## src/hto_pkg.sv

```systemverilog
// Shared codes and field widths for the heap timer queue.
// No dependencies.
`timescale 1ns / 1ps
package hto_pkg;
    localparam int ID_W  = 6;
    localparam int NUM_IDS = 64;
    localparam int OCC_W = 7;
    localparam int MAX_POPS = 64;

    typedef enum logic [1:0] {
        CMD_ADD    = 2'd0,
        CMD_ADJUST = 2'd1,
        CMD_DELETE = 2'd2,
        CMD_TICK   = 2'd3
    } t_cmd;

    typedef enum logic [1:0] {
        ST_OK        = 2'd0,
        ST_NOT_FOUND = 2'd1,
        ST_FULL      = 2'd2,
        ST_PRESENT   = 2'd3
    } t_status;
endpackage

```

## src/hto_ram.sv

```systemverilog
// Generic single-write, single-read synchronous RAM with registered read data.
// No dependencies.
`timescale 1ns / 1ps
module hto_ram #(
    parameter int WIDTH = 8,
    parameter int DEPTH = 16
) (
    input  logic                     i_clk,
    input  logic                     i_we,
    input  logic [$clog2(DEPTH)-1:0] i_waddr,
    input  logic [WIDTH-1:0]         i_wdata,
    input  logic [$clog2(DEPTH)-1:0] i_raddr,
    output logic [WIDTH-1:0]         o_rdata
);
    logic [WIDTH-1:0] r_mem [DEPTH];
    logic [WIDTH-1:0] r_rdata;

    // write port and registered read port
    always_ff @(posedge i_clk) begin
        if (i_we) begin
            r_mem[i_waddr] <= i_wdata;
        end
        r_rdata <= r_mem[i_raddr];
    end

    assign o_rdata = r_rdata;
endmodule

```

## src/heap_timer_queue.sv

```systemverilog
// Each heap level of a sift passes through S_UP_RD and S_UP_CMP going up and through S_DN_RDL,
// S_DN_RDR and S_DN_CMP going down, all on the single heap read port.
// Tick: each expiry is found by a root check in S_TK_RD and S_TK_CHK;
// an expiry also waits while the previous result is still held in the output register.
// One request in flight at a time. Reset (synchronous, active low) empties the queue
// and clears all id valid bits at once. Top level; uses hto_pkg and hto_ram.
`timescale 1ns / 1ps
module heap_timer_queue
    import hto_pkg::*;
#(
    parameter int CAPACITY  = 64,
    parameter int TIME_BITS = 32
) (
    input  logic               i_clk,
    input  logic               i_rst_n,
    input  logic               i_in_valid,
    output logic               o_in_ready,
    input  logic [1:0]         i_command,
    input  logic [ID_W-1:0]    i_timer_id,
    input  logic [31:0]        i_deadline,
    input  logic [31:0]        i_now_time,
    output logic               o_out_valid,
    input  logic               i_out_ready,
    output logic [1:0]         o_status,
    output logic               o_expired_valid,
    output logic [ID_W-1:0]    o_expired_id,
    output logic [OCC_W-1:0]   o_occupancy,
    output logic               o_last
);
    localparam int SW = (CAPACITY > 1) ? $clog2(CAPACITY) : 1;
    localparam int CW = $clog2(CAPACITY + 1);
    localparam int XW = SW + 2;
    localparam int TW = TIME_BITS;
    localparam int EW = ID_W + TW;
    localparam int KW = $clog2(MAX_POPS + 1);

    typedef enum logic [3:0] {
        S_IDLE, S_LOOK, S_TAIL_RD, S_TAIL_D, S_UP_RD, S_UP_CMP,
        S_DN_RDL, S_DN_RDR, S_DN_CMP, S_PLACE, S_EMIT,
        S_TK_RD, S_TK_CHK, S_TK_POP, S_TK_FIN
    } t_state;

    t_state              r_state;
    t_cmd                r_cmd;
    logic [TW-1:0]       r_now;
    logic [CW-1:0]       r_cnt;
    logic [SW-1:0]       r_pos;
    logic [ID_W-1:0]     r_eid;
    logic [TW-1:0]       r_ewhen;
    logic [ID_W-1:0]     r_lid;
    logic [TW-1:0]       r_lwhen;
    logic                r_hasr;
    logic                r_moved;
    logic                r_dn_ok;
    logic [NUM_IDS-1:0]  r_vld;
    logic [1:0]          r_st;
    logic                r_pend;
    logic [ID_W-1:0]     r_pid;
    logic [OCC_W-1:0]    r_pocc;
    logic [ID_W-1:0]     r_rid;
    logic [KW-1:0]       r_k;
    logic                r_ov;
    logic [1:0]          r_ostat;
    logic                r_oexp;
    logic [ID_W-1:0]     r_oid;
    logic [OCC_W-1:0]    r_oocc;
    logic                r_olast;

    // memory ports
    logic                h_we;
    logic [SW-1:0]       h_waddr, h_raddr;
    logic [EW-1:0]       h_wdata, h_rdata;
    logic                p_we;
    logic [ID_W-1:0]     p_waddr;
    logic [SW-1:0]       p_wdata, p_rdata;

    logic [ID_W-1:0]     rd_id;
    logic [TW-1:0]       rd_when;
    logic [SW-1:0]       w_parent;
    logic [XW-1:0]       w_left, w_right, w_cnt;
    logic                w_l_lt, w_r_lt, w_move;
    logic [TW-1:0]       w_min;
    logic                w_ofree;
    logic                w_oload;
    logic                w_in_acc;

    assign rd_id    = h_rdata[EW-1 -: ID_W];
    assign rd_when  = h_rdata[TW-1:0];
    assign w_parent = SW'((r_pos - SW'(1)) >> 1);
    assign w_left   = XW'({r_pos, 1'b1});
    assign w_right  = w_left + XW'(1);
    assign w_cnt    = XW'(r_cnt);

    // child selection for a step of the downward sift; left wins ties
    assign w_l_lt = r_lwhen < r_ewhen;
    assign w_min  = w_l_lt ? r_lwhen : r_ewhen;
    assign w_r_lt = r_hasr && (rd_when < w_min);
    assign w_move = w_l_lt || w_r_lt;

    assign w_ofree  = !r_ov || i_out_ready;
    // output register takes a new result this cycle
    assign w_oload  = w_ofree && ((r_state == S_EMIT) || (r_state == S_TK_FIN)
                      || ((r_state == S_TK_POP) && r_pend));
    assign o_in_ready = (r_state == S_IDLE);
    assign w_in_acc = i_in_valid && o_in_ready;

    hto_ram #(.WIDTH(EW), .DEPTH(CAPACITY)) u_heap (
        .i_clk  (i_clk),
        .i_we   (h_we),
        .i_waddr(h_waddr),
        .i_wdata(h_wdata),
        .i_raddr(h_raddr),
        .o_rdata(h_rdata)
    );

    hto_ram #(.WIDTH(SW), .DEPTH(NUM_IDS)) u_pmap (
        .i_clk  (i_clk),
        .i_we   (p_we),
        .i_waddr(p_waddr),
        .i_wdata(p_wdata),
        .i_raddr(i_timer_id),
        .o_rdata(p_rdata)
    );

    // memory address and write control per state
    always_comb begin
        h_raddr = '0;
        h_we    = 1'b0;
        h_waddr = r_pos;
        h_wdata = {r_eid, r_ewhen};
        p_we    = 1'b0;
        p_waddr = r_eid;
        p_wdata = r_pos;
        case (r_state)
            S_TAIL_RD: h_raddr = r_cnt[SW-1:0];
            S_UP_RD:   h_raddr = w_parent;
            S_UP_CMP: begin
                if (r_ewhen < rd_when) begin
                    h_we    = 1'b1;
                    h_wdata = h_rdata;
                    p_we    = 1'b1;
                    p_waddr = rd_id;
                end
            end
            S_DN_RDL:  h_raddr = w_left[SW-1:0];
            S_DN_RDR:  h_raddr = w_right[SW-1:0];
            S_DN_CMP: begin
                if (w_move) begin
                    h_we    = 1'b1;
                    h_wdata = w_r_lt ? h_rdata : {r_lid, r_lwhen};
                    p_we    = 1'b1;
                    p_waddr = w_r_lt ? rd_id : r_lid;
                end
            end
            S_PLACE: begin
                h_we = 1'b1;
                p_we = 1'b1;
            end
            default: h_raddr = '0;
        endcase
    end

    // sequencer, state and output register
    always_ff @(posedge i_clk) begin
        if (!i_rst_n) begin
            r_state <= S_IDLE;
            r_cnt   <= '0;
            r_vld   <= '0;
            r_ov    <= 1'b0;
            r_pend  <= 1'b0;
        end else begin
            if (r_ov && i_out_ready && !w_oload) begin
                r_ov <= 1'b0;
            end
            case (r_state)
                S_IDLE: begin
                    if (w_in_acc) begin
                        r_cmd   <= t_cmd'(i_command);
                        r_now   <= TW'(i_now_time);
                        r_eid   <= i_timer_id;
                        r_ewhen <= TW'(i_deadline);
                        r_st    <= ST_OK;
                        r_moved <= 1'b0;
                        case (t_cmd'(i_command))
                            CMD_TICK: begin
                                r_k    <= '0;
                                r_pend <= 1'b0;
                                r_state <= S_TK_RD;
                            end
                            CMD_ADD: begin
                                if (r_vld[i_timer_id]) begin
                                    r_st    <= ST_PRESENT;
                                    r_state <= S_EMIT;
                                end else if (r_cnt >= CW'(CAPACITY)) begin
                                    r_st    <= ST_FULL;
                                    r_state <= S_EMIT;
                                end else begin
                                    r_pos   <= r_cnt[SW-1:0];
                                    r_cnt   <= r_cnt + CW'(1);
                                    r_vld[i_timer_id] <= 1'b1;
                                    r_dn_ok <= 1'b0;
                                    r_state <= S_UP_RD;
                                end
                            end
                            default: begin
                                if (!r_vld[i_timer_id]) begin
                                    r_st    <= ST_NOT_FOUND;
                                    r_state <= S_EMIT;
                                end else begin
                                    r_state <= S_LOOK;
                                end
                            end
                        endcase
                    end
                end
                S_LOOK: begin
                    r_pos   <= p_rdata;
                    r_dn_ok <= 1'b1;
                    if (r_cmd == CMD_ADJUST) begin
                        r_state <= S_UP_RD;
                    end else begin
                        // delete: tail fills the hole unless the hole is the tail
                        r_vld[r_eid] <= 1'b0;
                        r_cnt <= r_cnt - CW'(1);
                        if (CW'(p_rdata) == r_cnt - CW'(1)) begin
                            r_state <= S_EMIT;
                        end else begin
                            r_state <= S_TAIL_RD;
                        end
                    end
                end
                S_TAIL_RD: r_state <= S_TAIL_D;
                S_TAIL_D: begin
                    r_eid   <= rd_id;
                    r_ewhen <= rd_when;
                    r_state <= S_UP_RD;
                end
                S_UP_RD: begin
                    if (r_pos == '0) begin
                        r_state <= (r_dn_ok && !r_moved) ? S_DN_RDL : S_PLACE;
                    end else begin
                        r_state <= S_UP_CMP;
                    end
                end
                S_UP_CMP: begin
                    if (r_ewhen < rd_when) begin
                        r_pos   <= w_parent;
                        r_moved <= 1'b1;
                        r_state <= S_UP_RD;
                    end else begin
                        r_state <= (r_dn_ok && !r_moved) ? S_DN_RDL : S_PLACE;
                    end
                end
                S_DN_RDL: begin
                    r_state <= (w_left >= w_cnt) ? S_PLACE : S_DN_RDR;
                end
                S_DN_RDR: begin
                    r_lid   <= rd_id;
                    r_lwhen <= rd_when;
                    r_hasr  <= w_right < w_cnt;
                    r_state <= S_DN_CMP;
                end
                S_DN_CMP: begin
                    if (w_move) begin
                        r_pos   <= w_r_lt ? w_right[SW-1:0] : w_left[SW-1:0];
                        r_state <= S_DN_RDL;
                    end else begin
                        r_state <= S_PLACE;
                    end
                end
                S_PLACE: begin
                    r_state <= (r_cmd == CMD_TICK) ? S_TK_RD : S_EMIT;
                end
                S_EMIT: begin
                    if (w_ofree) begin
                        r_ov    <= 1'b1;
                        r_ostat <= r_st;
                        r_oexp  <= 1'b0;
                        r_oid   <= '0;
                        r_oocc  <= OCC_W'(r_cnt);
                        r_olast <= 1'b1;
                        r_state <= S_IDLE;
                    end
                end
                S_TK_RD: begin
                    if (r_cnt == '0 || r_k == KW'(MAX_POPS)) begin
                        r_state <= S_TK_FIN;
                    end else begin
                        r_state <= S_TK_CHK;
                    end
                end
                S_TK_CHK: begin
                    r_rid   <= rd_id;
                    r_state <= (rd_when <= r_now) ? S_TK_POP : S_TK_FIN;
                end
                S_TK_POP: begin
                    if (!r_pend || w_ofree) begin
                        // the previous pop is now known not to be the last one
                        if (r_pend) begin
                            r_ov    <= 1'b1;
                            r_ostat <= ST_OK;
                            r_oexp  <= 1'b1;
                            r_oid   <= r_pid;
                            r_oocc  <= r_pocc;
                            r_olast <= 1'b0;
                        end
                        r_pend  <= 1'b1;
                        r_pid   <= r_rid;
                        r_pocc  <= OCC_W'(r_cnt - CW'(1));
                        r_vld[r_rid] <= 1'b0;
                        r_cnt   <= r_cnt - CW'(1);
                        r_k     <= r_k + KW'(1);
                        r_pos   <= '0;
                        r_moved <= 1'b0;
                        r_dn_ok <= 1'b1;
                        r_state <= (r_cnt == CW'(1)) ? S_TK_RD : S_TAIL_RD;
                    end
                end
                S_TK_FIN: begin
                    if (w_ofree) begin
                        r_ov    <= 1'b1;
                        r_ostat <= ST_OK;
                        r_oexp  <= r_pend;
                        r_oid   <= r_pend ? r_pid : '0;
                        r_oocc  <= r_pend ? r_pocc : OCC_W'(r_cnt);
                        r_olast <= 1'b1;
                        r_pend  <= 1'b0;
                        r_state <= S_IDLE;
                    end
                end
                default: r_state <= S_IDLE;
            endcase
        end
    end

    assign o_out_valid     = r_ov;
    assign o_status        = r_ostat;
    assign o_expired_valid = r_oexp;
    assign o_expired_id    = r_oid;
    assign o_occupancy     = r_oocc;
    assign o_last          = r_olast;
endmodule

```

## config.mk

```make
export PLATFORM = sky130hd
export DESIGN_NAME = heap_timer_queue
export DESIGN_NICKNAME = d
export VERILOG_FILES = /design/src/hto_pkg.sv /design/src/hto_ram.sv /design/src/heap_timer_queue.sv
export SDC_FILE = /design/constraint.sdc
export NUM_CORES = 2
export LEC_CHECK = 0
export BUFFER_PORTS_ARGS = -buffer_cell sky130_fd_sc_hd__buf_2
export CORE_ASPECT_RATIO = 1.2
export CORE_MARGIN = 3
export CORE_UTILIZATION = 48
export DETAILED_ROUTE_END_ITERATION = 10
export PLACE_DENSITY = 0.62
export SLEW_MARGIN = 25
export SYNTH_ARGS = -nofsm -noshare
export SYNTH_HDL_FRONTEND = slang
export SYNTH_HIERARCHICAL = 1
export SYNTH_SLANG_ARGS = --single-unit
export TNS_END_PERCENT = 10
```

## constraint.sdc

```tcl
create_clock -name i_clk -period 21.9 [get_ports i_clk]
set_input_delay 2.19 -clock i_clk [delete_from_list [all_inputs] [get_ports i_clk]]
set_output_delay 2.19 -clock i_clk [all_outputs]
set_load 0.02 [all_outputs]
```

==> run summary <==
For this run, design rule violations remaining after detail routing come to 0. In the synthesized netlist, the number of instances is 6437. The run gives 0 as the quantity of gates resized following cts.

The first global-routing pass estimated 495000 µm of wire. The power density over the cells is 123 nW/µm². The clock period could shrink to 8.81 ns. The clock passes through at most 4 buffers. For flop-to-flop paths, the worst setup slack is 13.09 ns. For the area enclosed by the die boundary, the log shows 266000 µm².

95 I/O pins were placed. After synthesis, the share of flip-flops with an asynchronous set or reset is 0%. For this design, the slowest cell found on the critical path is sky130_fd_sc_hd__nand4_1. The floorplan step defined a core boundary enclosing 258000 µm². The die width was 471 µm; the setup TNS after final layout was 0 ns. TritonCTS built the clock tree. For the worst setup path, the data required time is 22.37 ns. The number of enable flip-flop cells after synthesis was 2980. In the routed layout, each cell is associated on average with a via count of 6.45. The total global-route track usage was 26.0%; the average routed wire per standard cell was 33.8 µm. Of the cells placed in the final design, the portion with a size suffix greater than 1 is 23.5%.

The initial antenna violation count was 41. Traced cell by cell, the critical path runs through inv_1 -> ha_1 -> a211o_1 -> a31oi_1 -> o21ai_1 -> a211o_1 -> a21oi_4 -> buf_4 -> nor2_1 -> a21oi_1 -> ha_1 -> a2111oi_0 -> o21ai_1 -> a31o_1 -> a311oi_1 -> o211a_1 -> a2bb2oi_4 -> buf_4 -> o221ai_4 -> buf_4 -> nand4_1 -> nor2_1. The count of pins over their slew limit is 0. The worst setup path is captured at a flop. The worst setup path is launched from a flop. In this run, synthesis produced a sequential element count of 3101. The most frequently used flop master after synthesis is sky130_fd_sc_hd__edfxtp_1. In this run the mean area of a mapped cell was 19.3 µm². The clock transition at the registers of the reported paths came out at 0.06 ns. The number of hold buffers added after CTS was 0. The number of global-route vias before repair came out at 66.5k. The highest net fanout along the worst path came out at 76. The layout-stage area growth over the synthesis result is 12.4%. The run gives 5 as the number of levels in the clock H-tree. Summed over all nets, the half-perimeter wirelength after detailed placement is 206000 µm. The largest net degree at the start of global routing was 118; the total instance count after detailed placement was 9767. The cell with the most instances on the worst path is sky130_fd_sc_hd__buf_4. Based on the critical path, the design can be clocked at up to 0.113 GHz.

The initial standard-cell utilization of the core is 48.3%. Root buffer selected by CTS: sky130_fd_sc_hd__clkbuf_16. The path class of the lowest-slack min-delay path was flop to flop.

The count of buffers inserted at the top-level ports works out to 94. The tools report the insertion delay of the later-clocked pin in the worst-skew pair as 0.88 ns. The share of the Yosys chip area taken by registers is 73.8%. The detail route stage leaves a number of antenna-violating nets equal to 0.

Maximum vdd ir drop: 0.0000968 V. In this run, the number of DRC markers left after iteration 0 of detailed routing was 8144. The detailed router put a total of 134000 µm of wire on met1.

The tools report the worst reg2reg path startpoint as r_ewhen[2]$_DFFE_PP_. The first detailed-routing pass ran for 6 iterations. The vertical die dimension was 564 µm. On the critical path the largest part of the delay comes from compound AO/OA/AOI/OAI gates. The endpoint identified for the worst register-to-register timing path is u_pmap/r_mem[39][2]$_DFFE_PP_.

The detailed router placed 66.6k vias in this run. The highest metal layer carrying signal wires in the routed design is met5. The maximum single-stage delay on the critical path is 0.90 ns, and the post-CTS repair timing setup buffer count is 0.

Setup violations remaining at the end of the flow were counted as 0. The row count was 204. The count of different cell masters after synthesis is 89.

At the end of routability-driven placement, the weighted congestion stood at 0.895. The classification of the worst setup path was flop to flop. The filler cells instantiated in the layout total 19.7k.

Endpoint of the worst hold path: r_cnt[6]$_SDFFE_PN0P_. After detailed routing, the total wire length is 349000 µm. The worst clock skew is 0.0545 ns, and the end-of-flow core utilization is 54.3%. The total of warnings raised by yosys came out at 6. The final-report hold violation count was 0. Number of nets in the synthesized netlist: 6661.

Detailed routing placed a total of 173000 µm of wire on met2. In this run, CTS created clock tree buffers numbering 306. The static power due to leakage was 43.4 nW; the final cycle utilization of the critical path was 40.2%. The startpoint identified for the worst hold timing path is r_cnt[6]$_SDFFE_PN0P_. The run gives 0 as the number of violations of the max-capacitance limit.

Together, buffers and inverters on the worst path number 4. The clock net in this run drives a total of 3101 sinks. For the worst flop-to-flop path, the logic depth is 22. The flow ran to the end, and the final reports show no timing, DRC or antenna violations.

The number of cells traversed by the worst hold path was 2; the number of cells in the finished layout apart from fillers was 10.3k. Measured against its own limit, the worst slew margin works out to 25.7%. Setup repair after global routing left no endpoint under its margin. Summed over all nets, wire length on met3 after detailed routing comes to 26400 µm.

The final net count is 6902, and the critical path arrival is 9.28 ns. Aggregate global routing overflow: 0. Summing every instance area after synthesis gives 124000 µm². At the pin with the least slew margin, the transition time is 1.11 ns.
[cell usage in the layout, fill, tap and decap left out, types with 66 or more instances in the layout]
cell and instances:
sky130_fd_sc_hd__ha_1 148, sky130_fd_sc_hd__mux2i_1 76, sky130_fd_sc_hd__a22oi_1 99, sky130_fd_sc_hd__nand2_1 208
sky130_fd_sc_hd__mux4_2 680, sky130_fd_sc_hd__a221oi_1 71, sky130_fd_sc_hd__buf_2 92, sky130_fd_sc_hd__clkbuf_16 314
sky130_fd_sc_hd__dfxtp_1 121, sky130_fd_sc_hd__a21oi_1 195, sky130_fd_sc_hd__o22ai_1 96, sky130_fd_sc_hd__nor3_1 96
sky130_fd_sc_hd__edfxtp_1 2980, sky130_fd_sc_hd__buf_4 199, sky130_fd_sc_hd__clkbuf_1 78, sky130_fd_sc_hd__inv_1 130
sky130_fd_sc_hd__nor2_1 224, sky130_fd_sc_hd__o21ai_0 81, sky130_fd_sc_hd__nor2_4 66
[final cells by class]
class | instances | area, µm² | area share (%)
Antenna cell | 14 | 35.0 | 0.0250
Clock inverter | 143 | 1260 | 0.901
Inverter | 132 | 495 | 0.354
Timing Repair Buffer | 301 | 2160 | 1.54
Clock buffer | 397 | 8220 | 5.88
Sequential cell | 3101 | 91900 | 65.7
Tap cell | 3399 | 4250 | 3.04
Multi-Input combinational cell | 2836 | 31500 | 22.6
[cell usage after synthesis (63+ instances only)]
master                        n  area share [%]
sky130_fd_sc_hd__a21oi_1    197            0.79
sky130_fd_sc_hd__a221oi_1    71            0.50
sky130_fd_sc_hd__a22oi_1     99            0.60
sky130_fd_sc_hd__buf_2       66            0.27
sky130_fd_sc_hd__clkbuf_1   193            0.58
sky130_fd_sc_hd__dfxtp_1    121             1.9
sky130_fd_sc_hd__edfxtp_1  2980              72
sky130_fd_sc_hd__ha_1       148             1.5
sky130_fd_sc_hd__inv_1      130            0.39
sky130_fd_sc_hd__mux2i_1     76            0.61
sky130_fd_sc_hd__mux4_2     680              12
sky130_fd_sc_hd__nand2_1    210            0.63
sky130_fd_sc_hd__nand3_1     63            0.25
sky130_fd_sc_hd__nor2_1     292            0.88
sky130_fd_sc_hd__nor3_1     100            0.40
sky130_fd_sc_hd__o21ai_0     82            0.33
sky130_fd_sc_hd__o221a_1     65            0.59
sky130_fd_sc_hd__o221ai_1    82            0.58
sky130_fd_sc_hd__o22ai_1     96            0.48
[registers in the layout, summed over array words and instances, names as in the netlist, 32 cells and up]
| signal | count |
|---|---|
| u_heap/r_mem | 2432 |
| u_pmap/r_mem | 384 |
| r_lwhen | 32 |
| r_vld | 64 |
| r_now | 32 |
| u_heap/o_rdata | 38 |
| r_ewhen | 32 |
[worst max path at each step]
stage                              start                             to  slack [ns]  depth (start not counted)
global placement    r_ewhen[2]$_DFFE_PP_  u_pmap/r_mem[54][1]$_DFFE_PP_       12.98                         23
floorplan           r_ewhen[5]$_DFFE_PP_  u_pmap/r_mem[40][0]$_DFFE_PP_       13.74                         24
finish              r_ewhen[2]$_DFFE_PP_  u_pmap/r_mem[39][2]$_DFFE_PP_       13.09                         22
CTS                 r_ewhen[2]$_DFFE_PP_  u_pmap/r_mem[39][2]$_DFFE_PP_       12.72                         22
global route        r_ewhen[2]$_DFFE_PP_  u_pmap/r_mem[39][2]$_DFFE_PP_       12.60                         22
detailed placement  r_ewhen[2]$_DFFE_PP_  u_pmap/r_mem[39][5]$_DFFE_PP_       12.78                         22
[per-stage QoR]
step	instance area (µm²)	power (mW)	setup slack, ns	hold slack [ns]
final	140000	17.1	13.09	0.521
after global routing	140000	17.7	12.60	0.536
after detailed placement	130000	12.2	12.78	0.503
after CTS	140000	17.2	12.72	0.515
after floorplan	124000	10.3	13.74	0.424
after global placement	130000	12.1	12.98	0.486
[tightest hold or removal path, cell delays in order, from the launching register on]
cell and delay (ns):
sky130_fd_sc_hd__dfxtp_1 0.34, sky130_fd_sc_hd__nand2_1 0.07, sky130_fd_sc_hd__o32ai_1 0.06
[cell families (layout without fill, tap and decap cells)]
group	Yosys count	count (layout)	share of synthesized area (%)
buffers and inverters	500	973	1.98
adders and majority gates	148	148	1.49
muxes	832	832	13.7
and+or+nand+nor	916	916	3.53
DFF	3101	3101	73.8
AOI/OAI and AO/OA	910	910	5.30
other	0	14	0
xor gates and xnor gates	30	30	0.211
[metal layers]
layer | global-route usage (%) | vias to the layer above
li1 | - | 27200
met1 | 34.9 | 35400
met2 | 43.2 | 3268
met3 | 3.63 | 633
met4 | 10.7 | 2
met5 | 0 | -
[where the power goes]
part           switching, mW  leakage (nW)  internal, mW
combinational           3.08          11.0          1.35
clock                   2.18          4.63          2.89
sequential             0.170          27.8          7.48
total                   5.43          43.4          11.7
Note: power is estimated with default switching activity, not from simulation.
